[src/design/usb_ep0_control_responder_core_defines.svh]
// ----------------------------------------------------------------------------
// USB endpoint-0 responder assertion macros
// Shared property macros for the endpoint-0 control responder.
// ----------------------------------------------------------------------------
`ifndef USB_EP0_CONTROL_RESPONDER_CORE_DEFINES_SVH
`define USB_EP0_CONTROL_RESPONDER_CORE_DEFINES_SVH

// Same-cycle implication, sampled on clk, off while rst_n is low.
`define UEP0_ASSERT_NOW(lbl, ante, cons, msg) \
    lbl: assert property (@(posedge clk) disable iff (!rst_n) (ante) |-> (cons)) else $error(msg);

// Next-cycle implication, sampled on clk, off while rst_n is low.
`define UEP0_ASSERT_NEXT(lbl, ante, cons, msg) \
    lbl: assert property (@(posedge clk) disable iff (!rst_n) (ante) |=> (cons)) else $error(msg);

`endif

[src/design/uep0_pkg.sv]
// ----------------------------------------------------------------------------
// uep0_pkg
// Types, codes and descriptor lengths for the endpoint-0 control responder.
// ----------------------------------------------------------------------------
package uep0_pkg;

    localparam int MAX_PACKET_DEF = 32;

    localparam logic [7:0] REPORT_LENGTH_RESET = 8'd30;

    // Event kinds
    typedef enum logic [1:0] {
        KIND_SETUP     = 2'd0,
        KIND_OUT_DONE  = 2'd1,
        KIND_IN_DONE   = 2'd2,
        KIND_BUS_RESET = 2'd3
    } kind_t;

    // What was armed on the IN endpoint
    typedef enum logic [1:0] {
        ACT_NONE = 2'd0,
        ACT_DATA = 2'd1,
        ACT_ZLP  = 2'd2
    } action_t;

    // Descriptor source
    typedef enum logic [2:0] {
        SRC_DEVICE   = 3'd0,
        SRC_CONFIG   = 3'd1,
        SRC_LANGUAGE = 3'd2,
        SRC_STRING   = 3'd3,
        SRC_REPORT   = 3'd4
    } source_t;

    // Setup request codes
    localparam logic [6:0] RTYPE_CLASS_IFACE     = 7'h21;
    localparam logic [7:0] REQ_HID_SET_IDLE      = 8'h0A;
    localparam logic [7:0] REQ_SET_ADDRESS       = 8'h05;
    localparam logic [7:0] REQ_GET_DESCRIPTOR    = 8'h06;
    localparam logic [7:0] REQ_SET_CONFIGURATION = 8'h09;

    // Descriptor types
    localparam logic [7:0] DESC_DEVICE = 8'h01;
    localparam logic [7:0] DESC_CONFIG = 8'h02;
    localparam logic [7:0] DESC_STRING = 8'h03;
    localparam logic [7:0] DESC_REPORT = 8'h22;

    // Descriptor lengths
    localparam logic [7:0] LEN_DEVICE   = 8'd18;
    localparam logic [7:0] LEN_CONFIG   = 8'd34;
    localparam logic [7:0] LEN_LANGUAGE = 8'd4;
    localparam logic [7:0] STRING_COUNT = 8'd5;

    typedef struct packed {
        kind_t       kind;
        logic [7:0]  request_type;
        logic [7:0]  request_code;
        logic [7:0]  value_high;
        logic [7:0]  value_low;
        logic [15:0] length_requested;
        logic [9:0]  rx_size;
    } ep0_item_t;

    typedef struct packed {
        logic       address_pending;
        logic [6:0] stored_address;
        logic [6:0] configuration_value;
        logic [7:0] bytes_remaining;
        logic [7:0] send_offset;
        source_t    current_source;
        logic [2:0] current_string;
        logic       zero_packet_owed;
        logic       awaiting_status;
    } ep0_state_t;

    typedef struct packed {
        action_t    action;
        source_t    source;
        logic [2:0] string_number;
        logic [7:0] byte_offset;
        logic [6:0] packet_length;
        logic       apply_address;
        logic [6:0] device_address;
        logic [6:0] active_configuration;
        logic       status_seen;
    } ep0_result_t;

    // Fixed string descriptor lengths, index 1 to 5
    function automatic logic [7:0] string_length(input logic [2:0] idx);
        logic [7:0] len;
        case (idx)
            3'd1:    len = 8'd6;
            3'd2:    len = 8'd20;
            3'd3:    len = 8'd32;
            3'd4:    len = 8'd32;
            3'd5:    len = 8'd12;
            default: len = 8'd0;
        endcase
        return len;
    endfunction

    // Clip a descriptor length to wLength
    function automatic logic [7:0] clip_len(input logic [7:0] n, input logic [15:0] wlen);
        logic [7:0] r;
        r = ({8'h00, n} <= wlen) ? n : wlen[7:0];
        return r;
    endfunction

endpackage

[src/design/usb_ep0_control_responder_core.sv]
// ----------------------------------------------------------------------------
// usb_ep0_control_responder_core
// Endpoint-0 control responder for a USB HID device: descriptor transfers,
// address, configuration, SET_IDLE and status stage tracking.
// ----------------------------------------------------------------------------
//
//  Channel   Handshake             Contents
//  --------  --------------------  ---------------------------------------------
//  in        in_valid / in_stall   one event word: kind, setup fields, rx_size
//  out       out_valid / out_stall one result word per event: armed packet,
//                                  address, configuration, status seen
//  cfg       cfg_wr_en             report_length written from cfg_wr_data
//
//  Every event yields exactly one result word; it passes from the input
//  register to the result register and leaves at an edge without out_stall.
//  A new event is taken every cycle unless out_stall holds a result; the rate
//  is set by one pass of uep0_step between the input and result registers.
//  When out_stall holds a finished result, the input register still fills
//  once; in_stall rises only when both stages are occupied.
//  rst_n clears valid flags and transfer state; report_length resets to 30.
//
module usb_ep0_control_responder_core #(
    parameter int MAX_PACKET = uep0_pkg::MAX_PACKET_DEF
) (
    input  logic        clk,
    input  logic        rst_n,

    input  logic        in_valid,
    output logic        in_stall,
    input  logic [1:0]  kind,
    input  logic [7:0]  request_type,
    input  logic [7:0]  request_code,
    input  logic [7:0]  value_high,
    input  logic [7:0]  value_low,
    input  logic [15:0] length_requested,
    input  logic [9:0]  rx_size,

    output logic        out_valid,
    input  logic        out_stall,
    output logic [1:0]  action,
    output logic [2:0]  source,
    output logic [2:0]  string_number,
    output logic [7:0]  byte_offset,
    output logic [6:0]  packet_length,
    output logic        apply_address,
    output logic [6:0]  device_address,
    output logic [6:0]  active_configuration,
    output logic        status_seen,

    input  logic        cfg_wr_en,
    input  logic [7:0]  cfg_wr_data
);
    import uep0_pkg::*;

`include "usb_ep0_control_responder_core_defines.svh"

    // Input stage
    logic        in_valid_reg;
    logic        in_valid_next;
    ep0_item_t   item_reg;
    logic        take_in;

    // Result stage
    logic        out_valid_reg;
    logic        out_valid_next;
    ep0_result_t result_reg;
    ep0_result_t result_next;
    logic        advance;

    // Endpoint state and the one register
    ep0_state_t  state_reg;
    ep0_state_t  state_next;
    logic [7:0]  report_length_reg;

    // Terms for the checks at the end
    logic        xfer_empty;
    logic        xfer_done;
    logic        data_out;
    logic        pkt_len_ok;
    logic        addr_in_done;
    logic        addr_done;

    // Advance the event into the result stage unless a result is stuck there
    assign advance  = in_valid_reg && !(out_valid_reg && out_stall);
    assign in_stall = in_valid_reg && out_valid_reg && out_stall;
    assign take_in  = in_valid && !in_stall;

    always_comb
    begin
        in_valid_next = in_valid_reg;
        if (take_in)
        begin
            in_valid_next = 1'b1;
        end
        else if (advance)
        begin
            in_valid_next = 1'b0;
        end
    end

    always_comb
    begin
        out_valid_next = out_valid_reg && out_stall;
        if (advance)
        begin
            out_valid_next = 1'b1;
        end
    end

    uep0_step #(
        .MAX_PACKET (MAX_PACKET)
    ) u_step (
        .item          (item_reg),
        .state_cur     (state_reg),
        .report_length (report_length_reg),
        .state_nxt     (state_next),
        .result        (result_next)
    );

    // Control flags and endpoint state
    always_ff @(posedge clk or negedge rst_n)
    begin
        if (!rst_n)
        begin
            in_valid_reg  <= 1'b0;
            out_valid_reg <= 1'b0;
            state_reg     <= '0;
        end
        else
        begin
            in_valid_reg  <= in_valid_next;
            out_valid_reg <= out_valid_next;
            if (advance)
            begin
                state_reg <= state_next;
            end
        end
    end

    // Report descriptor length
    always_ff @(posedge clk or negedge rst_n)
    begin
        if (!rst_n)
        begin
            report_length_reg <= REPORT_LENGTH_RESET;
        end
        else if (cfg_wr_en)
        begin
            report_length_reg <= cfg_wr_data;
        end
    end

    // Payload registers: hold while stalled
    always_ff @(posedge clk)
    begin
        if (take_in)
        begin
            item_reg.kind             <= kind_t'(kind);
            item_reg.request_type     <= request_type;
            item_reg.request_code     <= request_code;
            item_reg.value_high       <= value_high;
            item_reg.value_low        <= value_low;
            item_reg.length_requested <= length_requested;
            item_reg.rx_size          <= rx_size;
        end
        if (advance)
        begin
            result_reg <= result_next;
        end
    end

    assign out_valid            = out_valid_reg;
    assign action               = result_reg.action;
    assign source               = result_reg.source;
    assign string_number        = result_reg.string_number;
    assign byte_offset          = result_reg.byte_offset;
    assign packet_length        = result_reg.packet_length;
    assign apply_address        = result_reg.apply_address;
    assign device_address       = result_reg.device_address;
    assign active_configuration = result_reg.active_configuration;
    assign status_seen          = result_reg.status_seen;

    assign xfer_empty   = (state_reg.bytes_remaining == 8'd0);
    assign xfer_done    = xfer_empty && !state_reg.zero_packet_owed;
    assign data_out     = out_valid_reg && (result_reg.action == ACT_DATA);
    assign pkt_len_ok   = (result_reg.packet_length != 7'd0)
                          && ({1'b0, result_reg.packet_length} <= 8'(MAX_PACKET));
    assign addr_in_done = advance && (item_reg.kind == KIND_IN_DONE)
                          && state_reg.address_pending;
    assign addr_done    = !state_reg.address_pending && result_reg.apply_address;

    // A trailing zero-length packet is owed only once all data is out
    `UEP0_ASSERT_NOW(a_zlp_after_data, state_reg.zero_packet_owed, xfer_empty, "ZLP owed early")

    // The status stage is awaited only once the transfer is fully sent
    `UEP0_ASSERT_NOW(a_status_after_send, state_reg.awaiting_status, xfer_done, "early status")

    // An armed data packet is never empty and never above max packet size
    `UEP0_ASSERT_NOW(a_packet_size, data_out, pkt_len_ok, "data packet size out of range")

    // An IN completion consumes a pending address
    `UEP0_ASSERT_NEXT(a_address_applied, addr_in_done, addr_done, "pending address not applied")

endmodule

[src/design/uep0_step.sv]
// ----------------------------------------------------------------------------
// uep0_step
// Next-state and result logic for one endpoint-0 event.
// ----------------------------------------------------------------------------
module uep0_step #(
    parameter int MAX_PACKET = uep0_pkg::MAX_PACKET_DEF
) (
    input  uep0_pkg::ep0_item_t   item,
    input  uep0_pkg::ep0_state_t  state_cur,
    input  logic [7:0]            report_length,
    output uep0_pkg::ep0_state_t  state_nxt,
    output uep0_pkg::ep0_result_t result
);
    import uep0_pkg::*;

    localparam logic [7:0] MaxPkt = 8'(MAX_PACKET);

    typedef struct packed {
        ep0_state_t st;
        action_t    action;
        source_t    source;
        logic [2:0] string_number;
        logic [7:0] byte_offset;
        logic [6:0] packet_length;
    } pkt_t;

    // Arm the next chunk of the transfer, or the trailing zero-length packet
    function automatic pkt_t next_packet(input ep0_state_t s);
        pkt_t       p;
        logic [7:0] send;
        p        = '0;
        p.action = ACT_NONE;
        p.source = SRC_DEVICE;
        p.st     = s;
        send     = (s.bytes_remaining <= MaxPkt) ? s.bytes_remaining : MaxPkt;
        if (s.bytes_remaining != 8'd0)
        begin
            if (s.bytes_remaining == MaxPkt)
            begin
                p.st.zero_packet_owed = 1'b1;
            end
            p.action             = ACT_DATA;
            p.source             = s.current_source;
            p.string_number      = (s.current_source == SRC_STRING) ? s.current_string : 3'd0;
            p.byte_offset        = s.send_offset;
            p.packet_length      = send[6:0];
            p.st.send_offset     = s.send_offset + send;
            p.st.bytes_remaining = s.bytes_remaining - send;
        end
        else if (s.zero_packet_owed)
        begin
            p.st.zero_packet_owed = 1'b0;
            p.action              = ACT_ZLP;
        end
        if (p.st.bytes_remaining == 8'd0 && !p.st.zero_packet_owed)
        begin
            p.st.awaiting_status = 1'b1;
        end
        return p;
    endfunction

    always_comb
    begin
        ep0_state_t st;
        pkt_t       pk;
        logic       desc_ok;
        source_t    desc_src;
        logic [2:0] desc_str;
        logic [7:0] desc_size;

        st        = state_cur;
        pk        = '0;
        desc_ok   = 1'b0;
        desc_src  = SRC_DEVICE;
        desc_str  = 3'd0;
        desc_size = 8'd0;

        result               = '0;
        result.action        = ACT_NONE;
        result.source        = SRC_DEVICE;

        unique case (item.kind)
            KIND_SETUP:
            begin
                if (item.request_type[6:0] == RTYPE_CLASS_IFACE)
                begin
                    if (item.request_code == REQ_HID_SET_IDLE)
                    begin
                        result.action = ACT_ZLP;
                    end
                end
                else
                begin
                    unique case (item.request_code)
                        REQ_GET_DESCRIPTOR:
                        begin
                            unique case (item.value_high)
                                DESC_DEVICE:
                                begin
                                    desc_ok   = 1'b1;
                                    desc_src  = SRC_DEVICE;
                                    desc_size = clip_len(LEN_DEVICE, item.length_requested);
                                end
                                DESC_CONFIG:
                                begin
                                    desc_ok   = 1'b1;
                                    desc_src  = SRC_CONFIG;
                                    desc_size = clip_len(LEN_CONFIG, item.length_requested);
                                end
                                DESC_STRING:
                                begin
                                    if (item.value_low == 8'd0)
                                    begin
                                        desc_ok   = 1'b1;
                                        desc_src  = SRC_LANGUAGE;
                                        desc_size = clip_len(LEN_LANGUAGE,
                                                             item.length_requested);
                                    end
                                    else if (item.value_low <= STRING_COUNT)
                                    begin
                                        // Strings ignore wLength
                                        desc_ok   = 1'b1;
                                        desc_src  = SRC_STRING;
                                        desc_str  = item.value_low[2:0];
                                        desc_size = string_length(item.value_low[2:0]);
                                    end
                                end
                                DESC_REPORT:
                                begin
                                    desc_ok   = 1'b1;
                                    desc_src  = SRC_REPORT;
                                    desc_size = clip_len(report_length, item.length_requested);
                                end
                                default:
                                begin
                                    desc_ok = 1'b0;
                                end
                            endcase
                            if (desc_ok)
                            begin
                                st.current_source   = desc_src;
                                st.current_string   = desc_str;
                                st.send_offset      = 8'd0;
                                st.awaiting_status  = 1'b0;
                                st.bytes_remaining  = desc_size;
                                st.zero_packet_owed = (desc_size == 8'd0);
                                pk                  = next_packet(st);
                                st                  = pk.st;
                                result.action        = pk.action;
                                result.source        = pk.source;
                                result.string_number = pk.string_number;
                                result.byte_offset   = pk.byte_offset;
                                result.packet_length = pk.packet_length;
                            end
                        end
                        REQ_SET_ADDRESS:
                        begin
                            st.stored_address  = item.value_low[6:0];
                            st.address_pending = 1'b1;
                            result.action      = ACT_ZLP;
                        end
                        REQ_SET_CONFIGURATION:
                        begin
                            st.configuration_value = item.value_low[6:0];
                            result.action          = ACT_ZLP;
                        end
                        default:
                        begin
                            result.action = ACT_NONE;
                        end
                    endcase
                end
            end
            KIND_OUT_DONE:
            begin
                if (item.rx_size == 10'd0 && state_cur.awaiting_status)
                begin
                    st.awaiting_status = 1'b0;
                    result.status_seen = 1'b1;
                end
            end
            KIND_IN_DONE:
            begin
                if (state_cur.address_pending)
                begin
                    st.address_pending   = 1'b0;
                    result.apply_address = 1'b1;
                end
                pk                   = next_packet(st);
                st                   = pk.st;
                result.action        = pk.action;
                result.source        = pk.source;
                result.string_number = pk.string_number;
                result.byte_offset   = pk.byte_offset;
                result.packet_length = pk.packet_length;
            end
            KIND_BUS_RESET:
            begin
                st.address_pending     = 1'b0;
                st.stored_address      = 7'd0;
                st.configuration_value = 7'd0;
            end
        endcase

        result.device_address       = st.stored_address;
        result.active_configuration = st.configuration_value;
        state_nxt                   = st;
    end

endmodule

[config.mk]
export PLATFORM = sky130hd
export DESIGN_NAME = usb_ep0_control_responder_core
export DESIGN_NICKNAME = d
export VERILOG_FILES = /design/src/design/uep0_pkg.sv /design/src/design/usb_ep0_control_responder_core.sv /design/src/design/uep0_step.sv
export VERILOG_INCLUDE_DIRS = /design/src /design/src/design
export SDC_FILE = /design/constraint.sdc
export NUM_CORES = 1
export LEC_CHECK = 0
export BUFFER_PORTS_ARGS = -buffer_cell sky130_fd_sc_hd__buf_4
export CAP_MARGIN = 5
export CORE_MARGIN = 8
export CORE_UTILIZATION = 25
export CTS_CLUSTER_SIZE = 40
export DETAILED_ROUTE_END_ITERATION = 7
export HOLD_SLACK_MARGIN = 0.08
export PLACE_DENSITY = 0.41
export SLEW_MARGIN = 10
export SYNTH_ARGS = -nofsm -noshare
export SYNTH_HDL_FRONTEND = slang
export SYNTH_SLANG_ARGS = --single-unit
[constraint.sdc]
create_clock -name clk -period 5.4 [get_ports clk]
set_clock_uncertainty 0.2 [all_clocks]
set_input_delay 0.27 -clock clk [delete_from_list [all_inputs] [get_ports clk]]
set_output_delay 0.27 -clock clk [all_outputs]
set_load 0.05 [all_outputs]
==> flow_metrics.py <==
metrics = {
    "routing": {
        "drt-pass1-iter-count": 5,
        "vias": 5526,
        "drt_iter0_drc": 284,
        "routedWlPerCell_um": 16.7,
        "routed_wl_mm": 20.1,
        "post-route-drc-count": 0,
        "antenna_left": 0,
        "vias_per_cell": 4.61,
    },
    "synthesis": {
        "synth_ff_type": "edfxtp_1",
        "synth_edf_count": 98,
        "ys_warn_count": 0,
        "avgSynthCellArea_um2": 11.9,
        "async_flop_share_pct": 33.3,
        "synth_cell_type_count": 86,
        "synth_seq_cells": 147,
        "seq_area_frac_synth_pct": 58.0,
        "syn_area_um2": 7190,
        "synthCells": 604,
    },
    "critical_path": {
        "startpoint_type": "flip-flop",
        "cp_num_buf_inv": 0,
        "path_cells": "or4_4, nor2_1, nand3_1, nor4_1, a311oi_1, nand2_1, nand2_1, ha_1, or3_1, o221ai_1, and4_1, a221o_1",
        "critical-path-top-delay-family": "simple AND/OR/NAND/NOR gates",
        "critical_path_class": "flip-flop to flip-flop",
        "cp_data_arrival_time_ns": 4.24,
        "max_stage_delay_ns": 0.58,
        "cp_slowest_cell": "or4_4",
        "required_ns": 5.50,
        "cpMostUsedCell": "nand2_1",
        "critPathCaptureType": "flip-flop",
        "path_max_fanout": 11,
    },
    "grt": {
        "track_usage_pct": 12.0,
        "grt_pass1_vias": 5838,
        "overflow": 0,
        "antenna_found_initial": 0,
        "grt_first_pass_wirelength_mm": 31.6,
        "grt_max_degree": 60,
    },
    "clocking": {
        "clkLatencyLatePin_ns": 0.42,
        "post_cts_resize_count": 0,
        "cts_tree": "built",
        "cts-root-buf": "clkbuf_16",
        "htree_levels": 4,
        "numCtsBuffers": 17,
        "clkSlewWorstSetupHoldPaths_ns": 0.07,
        "post_cts_buffers": 0,
        "cts_sinks": 147,
        "cts_max_path_buffers": 2,
    },
    "sta": {
        "finalHoldViolations": 0,
        "setup_viol": 0,
        "max_slew_margin_pct": 49.7,
        "drv_slew": 0,
        "fin_crit_sh_pct": 76.7,
        "period_minus_slack_ns": 4.14,
        "tightest_slew_ns": 0.755,
        "grt_setup_unrepaired": "false",
        "clock.fmax_mhz": 242,
        "tns_ns": 0,
    },
    "job": {
        "max-cap-violations": 0,
    },
    "layout": {
        "final_nets": 898,
        "drive_above_1_share_pct": 22.9,
        "fillers": 2862,
        "diodes": 0,
        "multi_input_area_um2": 2880,
        "area_delta_synth_final_pct": 36.9,
        "fin_util_pct": 34.5,
        "register_area_um2": 4170,
        "largest_reg_flops": 59,
    },
    "die": {
        "start_util_pct": 25.2,
        "rows": 62,
        "dieArea_um2": 34500,
        "core_area_um2": 28500,
        "die_x_um": 186,
        "die_h_um": 186,
        "ioPinCount": 114,
    },
    "power": {
        "vdd_drop_max_mv": 0.137,
        "power_density_nw_per_um2": 309,
        "p_leak_nw": 4.07,
    },
    "min_path": {
        "hold_class": "input pin to asynchronous set/reset pin",
    },
    "placement": {
        "dpl.hpwl_mm": 14.5,
        "portBuffers": 112,
        "gp_congestion": 0.844,
    },
    "outcome": {
        "status": "completed",
    },
}
-- metal layers --
metal | GRT usage (%) | share of wire [%]
met5 | 0 | 0
met1 | 14.9 | 45
met4 | 4.41 | 2.1
met2 | 20.0 | 49
met3 | 2.91 | 4.6
-- cells in the mapped netlist (5+ instances only) --
cell type	instances	share of area, %
a21o_1	8	0.83
a21oi_1	16	1.1
a22o_1	18	2.2
a32o_1	6	0.83
and2_1	14	1.2
and3_1	12	1.0
clkbuf_1	16	0.83
dfrtp_1	45	16
edfxtp_1	98	41
ha_1	22	3.8
inv_1	18	0.94
mux2_2	11	1.7
nand2_1	94	4.9
nand2b_1	7	0.61
nand3_1	11	0.77
nor2_1	26	1.4
nor2b_1	7	0.61
nor3_1	10	0.70
nor4_1	6	0.52
o211ai_1	5	0.52
o21ai_0	20	1.4
o21ai_1	10	0.70
o31ai_1	12	1.3
xnor2_1	7	0.85
-- kinds of logic after synthesis --
family	count (synthesis)	share of synthesized area, %
flops	147	58.0
compound gates	146	15.6
mux	12	1.86
other cells	2	0.104
fa+ha+maj	23	4.11
xor+xnor	10	1.22
simple gates	226	17.0
buf+inv	38	2.12
-- path summary, 6_finish.rpt --
check                              start                   end  slack [ns]  depth (start not counted)
max in group asynchronous          rst_n         state_reg[17]        4.25                          2
min in group clk           state_reg[37]         state_reg[37]        0.28                          2
setup reg to reg            item_reg[36]          state_reg[0]        1.26                         12
hold / removal                     rst_n  report_length_reg[0]        0.25                          2
hold reg to reg            state_reg[37]         state_reg[37]        0.28                          2
setup / recovery            item_reg[36]          state_reg[0]        1.26                         12
-- power by group --
part | total (W) | switching [W] | internal (W)
clock network | 0.00115 | 0.000528 | 0.000626
registers | 0.00136 | 0.0000648 | 0.00130
logic | 0.000530 | 0.000313 | 0.000218
-- area by class of cell --
type / instances / share of cell area (%)
flip-flops and latches: 147 / 42.4
multi-input cells: 421 / 29.2
well taps: 384 / 4.88
repair buffers: 196 / 17.0
clock buffers: 19 / 4.50
clock inverters: 13 / 1.32
inverters: 19 / 0.724
-- placed cells by master (no fill, tap or decap), drive strengths merged, types with 6 or more instances in the layout --
master         n
dfrtp         45
nand2b         7
clkbuf        19
a21o           8
nor2b          7
dlygate4sd3   80
nand2         95
inv           28
nor3          12
nor2          28
o21ai         30
mux2          11
a21oi         17
and3          12
ha            22
nand3         11
a22o          18
and2          14
xnor2          7
a32o           6
buf          116
nor4           9
o31ai         13
edfxtp        98
-- stage by stage --
step | power [W] | hold WS, ns | setup slack, ns | instances | area, um2
global route | 0.00320 | 0.291 | 0.974 | 1199 | 9850
global placement | 0.00186 | 0.167 | 1.33 | 1087 | 8470
finish | 0.00305 | 0.246 | 1.26 | 1199 | 9850
detailed placement | 0.00187 | 0.181 | 1.28 | 1087 | 8470
floorplan | 0.00169 | -0.226 | 1.92 | 606 | 7200
CTS | 0.00309 | 0.273 | 1.24 | 1199 | 9850
-- timing repair --
item / CTS / global route
hold endpoints to repair: 114 / 0
endpoints found under the setup margin: 0 / 0
hold buffers: 80 / 0
No activity file was read; power rests on OpenSTA's default activity.
